**src/rtl/sqlk_pkg.sv**
```systemverilog
// ----------------------------------------------------------------------------
// sqlk_pkg
// Shared types and codes for the sequence-lock read section tracker: operation
// and status codes, the scan token that walks the slot chain, the slot write.
// ----------------------------------------------------------------------------
package sqlk_pkg;

   // operation carried in the request tuser
   typedef enum logic [1:0] {
      OP_BEGIN    = 2'd0,
      OP_END      = 2'd1,
      OP_IGN_ON   = 2'd2,
      OP_IGN_OFF  = 2'd3
   } op_type;

   // status reported with every result beat
   typedef enum logic [3:0] {
      ST_OK          = 4'd0,
      ST_SKIPPED     = 4'd1,
      ST_ZERO_ADDR   = 4'd2,
      ST_FULL        = 4'd3,
      ST_NOT_HELD    = 4'd4,
      ST_OVERFLOW    = 4'd5,
      ST_UNDERFLOW   = 4'd6,
      ST_ALREADY_IGN = 4'd7,
      ST_NOT_IGN     = 4'd8
   } status_type;

   localparam int ADDR_W = 64;

   // scan token handed from cell to cell (slot index travels beside it)
   typedef struct packed {
      logic              valid;
      logic              op_end;
      logic              found;
      logic [ADDR_W-1:0] addr;
   } token_type;

   // slot write broadcast from the controller (index travels beside it)
   typedef struct packed {
      logic              en;
      logic [ADDR_W-1:0] addr;
   } slot_wr_type;

endpackage

```
**src/rtl/seqlock_read_section_tracker_top.sv**
```systemverilog
// ----------------------------------------------------------------------------
// seqlock_read_section_tracker_top
// Tracks open sequence-lock read sections in a chain of slot cells.
//
// Request beats carry the operation on req_tuser and the lock address on
// req_tdata; each request gives exactly one response beat on rsp_tdata with
// status, slot used, nesting depth and the skip flag.
// Begin and end beats that reach the slot table send a scan token down the
// chain of SLOTS cells, one cell per cycle; the commit follows when the token
// leaves the last cell, and the result then moves through the finish state
// to the output register. Ignore operations and rejected begin/end beats
// skip the chain and go straight to the finish state. One item is in flight
// at a time; the next request is taken once the previous result sits in the
// output register. Reset (synchronous) empties every slot, clears the skip
// flag and the depth, and drops any pending response. When the receiver
// stalls, the result holds in the output register and one further item may
// finish into the pending stage before req_tready stays low.
// ----------------------------------------------------------------------------
module seqlock_read_section_tracker_top #(
   parameter int SLOTS = 8
) (
   input  logic        clock,
   input  logic        reset,
   input  logic        req_tvalid,
   output logic        req_tready,
   input  logic [63:0] req_tdata,   // lock_address[63:0]
   input  logic [1:0]  req_tuser,   // operation[1:0]
   output logic        rsp_tvalid,
   input  logic        rsp_tready,
   output logic [15:0] rsp_tdata    // status[3:0], slot_used[6:4],
                                    // nesting_depth[10:7], ignoring[11], zero
);

   localparam int SLOT_W  = (SLOTS > 1) ? $clog2(SLOTS) : 1;
   localparam int DEPTH_W = $clog2(SLOTS + 2);
   localparam logic [DEPTH_W-1:0] DEPTH_MAX = DEPTH_W'(SLOTS + 1);

   typedef enum logic [2:0] {
      S_IDLE   = 3'b001,
      S_SCAN   = 3'b010,
      S_FINISH = 3'b100
   } state_type;

   state_type               state_ff, state_in;
   logic                    skip_ff, skip_in;
   logic [DEPTH_W-1:0]      depth_ff, depth_in;
   sqlk_pkg::status_type    pend_status_ff, pend_status_in;
   logic [SLOT_W-1:0]       pend_slot_ff, pend_slot_in;
   logic                    rsp_valid_ff, rsp_valid_in;
   logic [15:0]             rsp_data_ff, rsp_data_in;

   sqlk_pkg::token_type     tok [SLOTS+1];
   logic [SLOT_W-1:0]       tok_idx [SLOTS+1];
   sqlk_pkg::token_type     tok_first;
   sqlk_pkg::slot_wr_type   wr;
   logic [SLOT_W-1:0]       wr_idx;

   sqlk_pkg::op_type        op;
   logic                    req_accept;
   logic                    needs_scan;
   logic                    out_load;
   logic [DEPTH_W+3:0]      depth_ext;
   logic [SLOT_W+2:0]       slot_ext;
   sqlk_pkg::token_type     tok_last;
   logic [SLOT_W-1:0]       idx_last;

   // request decode
   assign op         = sqlk_pkg::op_type'(req_tuser);
   assign req_tready = (state_ff == S_IDLE);
   assign req_accept = req_tvalid && req_tready;
   assign needs_scan = ((op == sqlk_pkg::OP_BEGIN) || (op == sqlk_pkg::OP_END))
                       && !skip_ff && (req_tdata != '0);

   // token launched into the first cell
   always_comb begin
      tok_first        = '0;
      tok_first.valid  = req_accept && needs_scan;
      tok_first.op_end = (op == sqlk_pkg::OP_END);
      tok_first.addr   = req_tdata;
   end

   assign tok[0]     = tok_first;
   assign tok_idx[0] = '0;

   // chain of slot cells
   for (genvar g = 0; g < SLOTS; g++) begin : g_cell
      sqlk_cell #(
         .SLOT_W   (SLOT_W),
         .CELL_IDX (g)
      ) u_cell (
         .clock   (clock),
         .reset   (reset),
         .tok_in  (tok[g]),
         .idx_in  (tok_idx[g]),
         .tok_out (tok[g+1]),
         .idx_out (tok_idx[g+1]),
         .wr      (wr),
         .wr_idx  (wr_idx)
      );
   end

   assign tok_last = tok[SLOTS];
   assign idx_last = tok_idx[SLOTS];

   // sequencing, checks and commit
   always_comb begin
      state_in       = state_ff;
      skip_in        = skip_ff;
      depth_in       = depth_ff;
      pend_status_in = pend_status_ff;
      pend_slot_in   = pend_slot_ff;
      wr             = '0;
      wr_idx         = '0;
      out_load       = 1'b0;
      case (state_ff)
         S_IDLE: begin
            if (req_accept) begin
               if (needs_scan) begin
                  state_in = S_SCAN;
               end else begin
                  state_in     = S_FINISH;
                  pend_slot_in = '0;
                  case (op)
                     sqlk_pkg::OP_BEGIN, sqlk_pkg::OP_END: begin
                        pend_status_in = skip_ff ? sqlk_pkg::ST_SKIPPED
                                                 : sqlk_pkg::ST_ZERO_ADDR;
                     end
                     sqlk_pkg::OP_IGN_ON: begin
                        if (skip_ff) begin
                           pend_status_in = sqlk_pkg::ST_ALREADY_IGN;
                        end else if (depth_ff >= DEPTH_MAX) begin
                           pend_status_in = sqlk_pkg::ST_OVERFLOW;
                        end else begin
                           pend_status_in = sqlk_pkg::ST_OK;
                           skip_in        = 1'b1;
                           depth_in       = depth_ff + 1'b1;
                        end
                     end
                     default: begin
                        if (!skip_ff) begin
                           pend_status_in = sqlk_pkg::ST_NOT_IGN;
                        end else if (depth_ff == '0) begin
                           pend_status_in = sqlk_pkg::ST_UNDERFLOW;
                        end else begin
                           pend_status_in = sqlk_pkg::ST_OK;
                           skip_in        = 1'b0;
                           depth_in       = depth_ff - 1'b1;
                        end
                     end
                  endcase
               end
            end
         end
         S_SCAN: begin
            if (tok_last.valid) begin
               state_in     = S_FINISH;
               pend_slot_in = '0;
               if (!tok_last.found) begin
                  pend_status_in = tok_last.op_end ? sqlk_pkg::ST_NOT_HELD
                                                   : sqlk_pkg::ST_FULL;
               end else if (!tok_last.op_end) begin
                  if (depth_ff >= DEPTH_MAX) begin
                     pend_status_in = sqlk_pkg::ST_OVERFLOW;
                  end else begin
                     pend_status_in = sqlk_pkg::ST_OK;
                     pend_slot_in   = idx_last;
                     wr.en          = 1'b1;
                     wr.addr        = tok_last.addr;
                     wr_idx         = idx_last;
                     depth_in       = depth_ff + 1'b1;
                  end
               end else begin
                  if (depth_ff == '0) begin
                     pend_status_in = sqlk_pkg::ST_UNDERFLOW;
                  end else begin
                     pend_status_in = sqlk_pkg::ST_OK;
                     pend_slot_in   = idx_last;
                     wr.en          = 1'b1;
                     wr.addr        = '0;
                     wr_idx         = idx_last;
                     depth_in       = depth_ff - 1'b1;
                  end
               end
            end
         end
         S_FINISH: begin
            if (!rsp_valid_ff || rsp_tready) begin
               out_load = 1'b1;
               state_in = S_IDLE;
            end
         end
         default: begin
            state_in = S_IDLE;
         end
      endcase
   end

   // response beat assembly
   assign depth_ext    = {4'b0, depth_ff};
   assign slot_ext     = {3'b0, pend_slot_ff};
   assign rsp_data_in  = out_load ? {4'b0, skip_ff, depth_ext[3:0], slot_ext[2:0],
                                     pend_status_ff}
                                  : rsp_data_ff;
   assign rsp_valid_in = out_load || (rsp_valid_ff && !rsp_tready);

   // control registers
   always_ff @(posedge clock) begin
      if (reset) begin
         state_ff     <= S_IDLE;
         skip_ff      <= 1'b0;
         depth_ff     <= '0;
         rsp_valid_ff <= 1'b0;
      end else begin
         state_ff     <= state_in;
         skip_ff      <= skip_in;
         depth_ff     <= depth_in;
         rsp_valid_ff <= rsp_valid_in;
      end
   end

   // payload registers
   always_ff @(posedge clock) begin
      pend_status_ff <= pend_status_in;
      pend_slot_ff   <= pend_slot_in;
      rsp_data_ff    <= rsp_data_in;
   end

   assign rsp_tvalid = rsp_valid_ff;
   assign rsp_tdata  = rsp_data_ff;

   // slot writes only come from a finished scan
   a_wr_in_scan: assert property (@(posedge clock) disable iff (reset)
      wr.en |-> (state_ff == S_SCAN) && tok_last.valid)
      else $error("slot write outside scan commit");

   // a token leaves the chain only while the controller waits for it
   a_tok_in_scan: assert property (@(posedge clock) disable iff (reset)
      tok_last.valid |-> (state_ff == S_SCAN))
      else $error("scan token arrived while not scanning");

   // depth never passes its ceiling
   a_depth_max: assert property (@(posedge clock) disable iff (reset)
      depth_ff <= DEPTH_MAX)
      else $error("nesting depth beyond ceiling");

   // a failed item reports no slot
   a_slot_on_err: assert property (@(posedge clock) disable iff (reset)
      (rsp_valid_ff && (rsp_data_ff[3:0] != sqlk_pkg::ST_OK)) |-> (rsp_data_ff[6:4] == 3'd0))
      else $error("slot reported on failed item");

   // a change of the skip flag always moves the depth
   a_skip_depth: assert property (@(posedge clock) disable iff (reset)
      (skip_ff != $past(skip_ff)) |-> (depth_ff != $past(depth_ff)))
      else $error("skip flag changed without depth change");

endmodule

```
**src/rtl/sqlk_cell.sv**
```systemverilog
// ----------------------------------------------------------------------------
// sqlk_cell
// One slot of the tracker: holds a lock address (zero means empty), inspects
// the passing scan token and hands it on to the next cell through a register.
// ----------------------------------------------------------------------------
module sqlk_cell #(
   parameter int SLOT_W   = 3,
   parameter int CELL_IDX = 0
) (
   input  logic                          clock,
   input  logic                          reset,
   input  sqlk_pkg::token_type           tok_in,
   input  logic [SLOT_W-1:0]             idx_in,
   output sqlk_pkg::token_type           tok_out,
   output logic [SLOT_W-1:0]             idx_out,
   input  sqlk_pkg::slot_wr_type         wr,
   input  logic [SLOT_W-1:0]             wr_idx
);

   localparam logic [SLOT_W-1:0] MY_IDX = SLOT_W'(CELL_IDX);

   logic [sqlk_pkg::ADDR_W-1:0] slot_addr_ff;
   sqlk_pkg::token_type         tok_ff, tok_in_upd;
   logic [SLOT_W-1:0]           idx_ff, idx_in_upd;
   logic                        hit;

   // end takes the last match along the chain, begin the first empty slot
   always_comb begin
      hit        = tok_in.op_end ? (slot_addr_ff == tok_in.addr)
                                 : (!tok_in.found && (slot_addr_ff == '0));
      tok_in_upd = tok_in;
      idx_in_upd = idx_in;
      if (hit) begin
         tok_in_upd.found = 1'b1;
         idx_in_upd       = MY_IDX;
      end
   end

   // token stage towards the next cell
   always_ff @(posedge clock) begin
      if (reset) begin
         tok_ff <= '0;
         idx_ff <= '0;
      end else begin
         tok_ff <= tok_in_upd;
         idx_ff <= idx_in_upd;
      end
   end

   // slot contents, written by the controller commit
   always_ff @(posedge clock) begin
      if (reset) begin
         slot_addr_ff <= '0;
      end else if (wr.en && (wr_idx == MY_IDX)) begin
         slot_addr_ff <= wr.addr;
      end
   end

   assign tok_out = tok_ff;
   assign idx_out = idx_ff;

endmodule
```
**config.mk**
```make
export PLATFORM = sky130hd
export DESIGN_NAME = seqlock_read_section_tracker_top
export DESIGN_NICKNAME = d
export VERILOG_FILES = /design/src/rtl/sqlk_pkg.sv /design/src/rtl/seqlock_read_section_tracker_top.sv /design/src/rtl/sqlk_cell.sv
export SDC_FILE = /design/constraint.sdc
export NUM_CORES = 2
export LEC_CHECK = 0
export ABC_AREA = 1
export ABC_CLOCK_PERIOD_IN_PS = 2260
export BUFFER_PORTS_ARGS = -buffer_cell sky130_fd_sc_hd__buf_2
export CAP_MARGIN = 15
export CELL_PAD_IN_SITES_DETAIL_PLACEMENT = 0
export CELL_PAD_IN_SITES_GLOBAL_PLACEMENT = 1
export CORE_MARGIN = 8
export CORE_UTILIZATION = 41
export DETAILED_ROUTE_END_ITERATION = 8
export GPL_ROUTABILITY_DRIVEN = 0
export PLACE_DENSITY_LB_ADDON = 0.25
export SLEW_MARGIN = 10
export SYNTH_ARGS = -nofsm -noshare
export SYNTH_HDL_FRONTEND = slang
export SYNTH_SLANG_ARGS = --single-unit
```
**constraint.sdc**
```tcl
create_clock -name clock -period 2.26 [get_ports clock]
set_clock_uncertainty 0.2 [all_clocks]
set_input_delay 0.678 -clock clock [delete_from_list [all_inputs] [get_ports clock]]
set_output_delay 0.678 -clock clock [all_outputs]
set_load 0.005 [all_outputs]
```
==> qor.csv <==
metric;value;unit
status;complete, but fails checks;
failing checks;negative setup slack;
die height;352.3;um
Sw Pwr;10.15;mW
die width;352.3;um
DR WL/cell;17.86;um
Fillers;10940;
Sink Count;1093;
Synth area leader;dfxtp_1;
arrival time worst endpoint;3000;ps
Mean Syn Cell Area;6.652;sq um
internal power;32.92;mW
part of the power in combinational logic;6.8;%
most frequent cells in the layout;1780 x nor2_1, 1641 x nand2_1, 1072 x dfxtp_1;
#FFs+latches synth;1093;
antenna violations before repair;0;
share of the synthesized area in the top cell type;46.38;%
share of cells above drive strength 1;15.68;%
crit-path max cell delay;360;ps
Root Buffer;clkbuf_16;
worst slew pin tran;674.1;ps
Final Slew Violations;0;
achievable frequency;381.9;MHz
Core Region;112300;sq um
Core Util, Final;54.35;%
initial DRC count;2976;
CP cell instances;inv_2, ha_4, nand2_4, nor2_4, nand2_1, nand2_2, inv_2, nand2_4, buf_12, nor2_4, buf_6, nand3_4, buf_12, buf_4, clkbuf_16, nor2_1, nor2_1;
VDD IR-drop max;0.4960;mV
clock power share;46.7;%
setup ws final;-358.5;ps
Leak Pwr;28.69;nW
worst hold start;reset;
Setup crit end kind;register;
DR pass1 iterations;6;
Slowest-stage cell, CP;dfxtp_2;
PD cells;705.5;nW/um^2
type of the worst setup path;reg -> reg;
Crit Path Max Fanout;9;
min Tclk post-route;2618;ps
total CTS buffers;115;
synth unique cells;38;
IO Pins;88;
area grow syn2layout;31.71;%
DRT antenna net count;0;
crit path from;depth_ff[0];
vias in the first global route;39680;
Seq/Total Area, Yosys;47.61;%
Sw Share;23.57;%
setup violators final;521;
max_cap viols;0;
Multi-input gate area;20570;sq um
Hold Crit Class;in -> reg;
synth top area cells;dfxtp_1 46%, nor2_1 15%, nand2_1 14%, inv_1 8.4%, nand3_1 4.5%;
crit path launch type;register;
worst path required time;2640;ps
Via-to-Cell Ratio;4.688;
Reg power frac;46.5;%
initial core utilization;41.27;%
Row Count;123;
grt ovf;0;
H-tree depth;3;
GRT Overall Usage;24.19;%
Cell Area, Synth;46360;sq um
RSZ-0062 raised after global routing;true;
Sequential Area;22070;sq um
hold_buf cts;0;
commonest non-fill, non-tap cell in the layout;nor2_1;
reg-to-reg setup timing slack;-360;ps
WP buf/inv;7;
Design Area, Final;61060;sq um
Clock transition at path regs;70;ps
count of final hold-check violations;0;
Via Count;42620;
post-place instance area;51990;sq um
# nets final;7565;
largest net degree at the start of global routing;89;
delay-heaviest family, CP;buffers and inverters;
Die ar.;124100;sq um
DR DRC count;0;
Rel. slew slack;54.64;%
Longest Clk Path Bufs;3;
IO Port Bufs;83;
first-pass GRT wire length;235800;um
Reg-to-Reg Start;depth_ff[0];
Cells after Synth;6969;
DP HPWL;107300;um
Final Cycle Share;115.9;%
clock latency at the later pin of the worst-skew pair;700;ps
YS warnings;0;
Post-Route WL;162300;um
CTS tree;built;
[flip-flops by register name, indices dropped and copies added, names as in the netlist, 3 cells and up]
| register | count |
|---|---|
| pend_slot_ff | 3 |
| g_cell.u_cell.idx_out | 17 |
| g_cell.u_cell.tok_out | 536 |
| depth_ff | 4 |
| g_cell.u_cell.slot_addr_ff | 512 |
| rsp_tdata | 12 |
| state_ff | 3 |
| pend_status_ff | 4 |
[what timing repair did]
| item | CTS | global route |
|---|---|---|
| pin swaps | 54 | 107 |
| gates resized for setup | 260 | 312 |
| buffers inserted | 73 | 26 |
| gates cloned | 63 | 33 |
| setup endpoints to repair | 520 | 521 |
[final cells by class]
class / count / share of cell area, %
sequential: 1093 / 36.15
multi-input combinational: 4562 / 33.69
timing repair buffer: 669 / 13.95
inverter: 1051 / 6.539
clock buffer: 150 / 5.276
tap: 1500 / 3.074
clock inverter: 64 / 1.326
antenna: 1 / 0.004098
[kinds of logic after synthesis]
logic type / synth area share [%]
simple gates: 36.46
compound gates: 2.564
fa+ha+maj: 0.08097
xor+xnor: 2.267
other cells: 0.008089
flops: 47.61
buf+inv: 11.01
[power groups by stage]
| stage | Combinational (mW) | Clock [mW] | Sequential (mW) |
|---|---|---|---|
| 3_3_place_gp | 2.64 | 0 | 20.5 |
| 6_report | 2.94 | 20.1 | 20.0 |
| 4_1_cts | 2.88 | 20.4 | 20.0 |
| 2_1_floorplan | 1.52 | 0 | 20.3 |
| 5_1_grt | 3.24 | 21.2 | 20.1 |
| 3_5_place_dp | 2.66 | 0 | 20.4 |
[layer usage]
layer | GRT usage [%] | routed length (um)
met5 | 0 | 0
met4 | 8.921 | 6677
met3 | 2.480 | 8111
met2 | 38.93 | 73010
met1 | 33.53 | 74540
[final timing paths]
path / end / cells after the start
setup / recovery: g_cell[0].u_cell.slot_addr_ff[17] / 17
hold / removal: g_cell[5].u_cell.tok_out[39] / 2
setup reg to reg: g_cell[0].u_cell.slot_addr_ff[17] / 17
hold reg to reg: g_cell[4].u_cell.tok_out[66] / 2
[per-stage QoR]
stage | hold WS (ps) | power (mW) | setup TNS (ps) | cells | setup slack (ps)
floorplan | 188.3 | 21.85 | -922.6 | 6972 | -13.23
global placement | 193.0 | 23.09 | -86530 | 8705 | -881.5
detailed placement | 193.4 | 23.11 | -96430 | 8705 | -856.8
CTS | 61.31 | 43.36 | -86110 | 9055 | -265.5
global route | 90.26 | 44.52 | -174220 | 9089 | -477.0
finish | 105.9 | 43.08 | -121840 | 9090 | -358.5
[synth_stat cells]
library cell  instances
nor2_1             1872
nand2_1            1689
dfxtp_1            1074
inv_1              1043
nand3_1             416
clkbuf_1            152
o21ai_0             143
nand4_1             115
xnor2_1              82
buf_2                61
a21oi_1              59
nor4_1               58
xor2_1               38
buf_1                30
nor3_1               26
buf_4                23
edfxtp_1             19
o22ai_1              15
or2_2                14
inv_2                 6
nor2_2                5
ha_1                  3
nand3b_1              3
nor2_4                3
o211ai_1              3
a31oi_1               2
and3_1                2
clkinv_1              2
nand3_2               2
a22o_1                1
a22oi_1               1
a311oi_1              1
conb_1                1
nand2_2               1
nand2_4               1
nor3_4                1
o21ai_4               1
o31ai_1               1
Note: power is estimated with default switching activity, not from simulation.
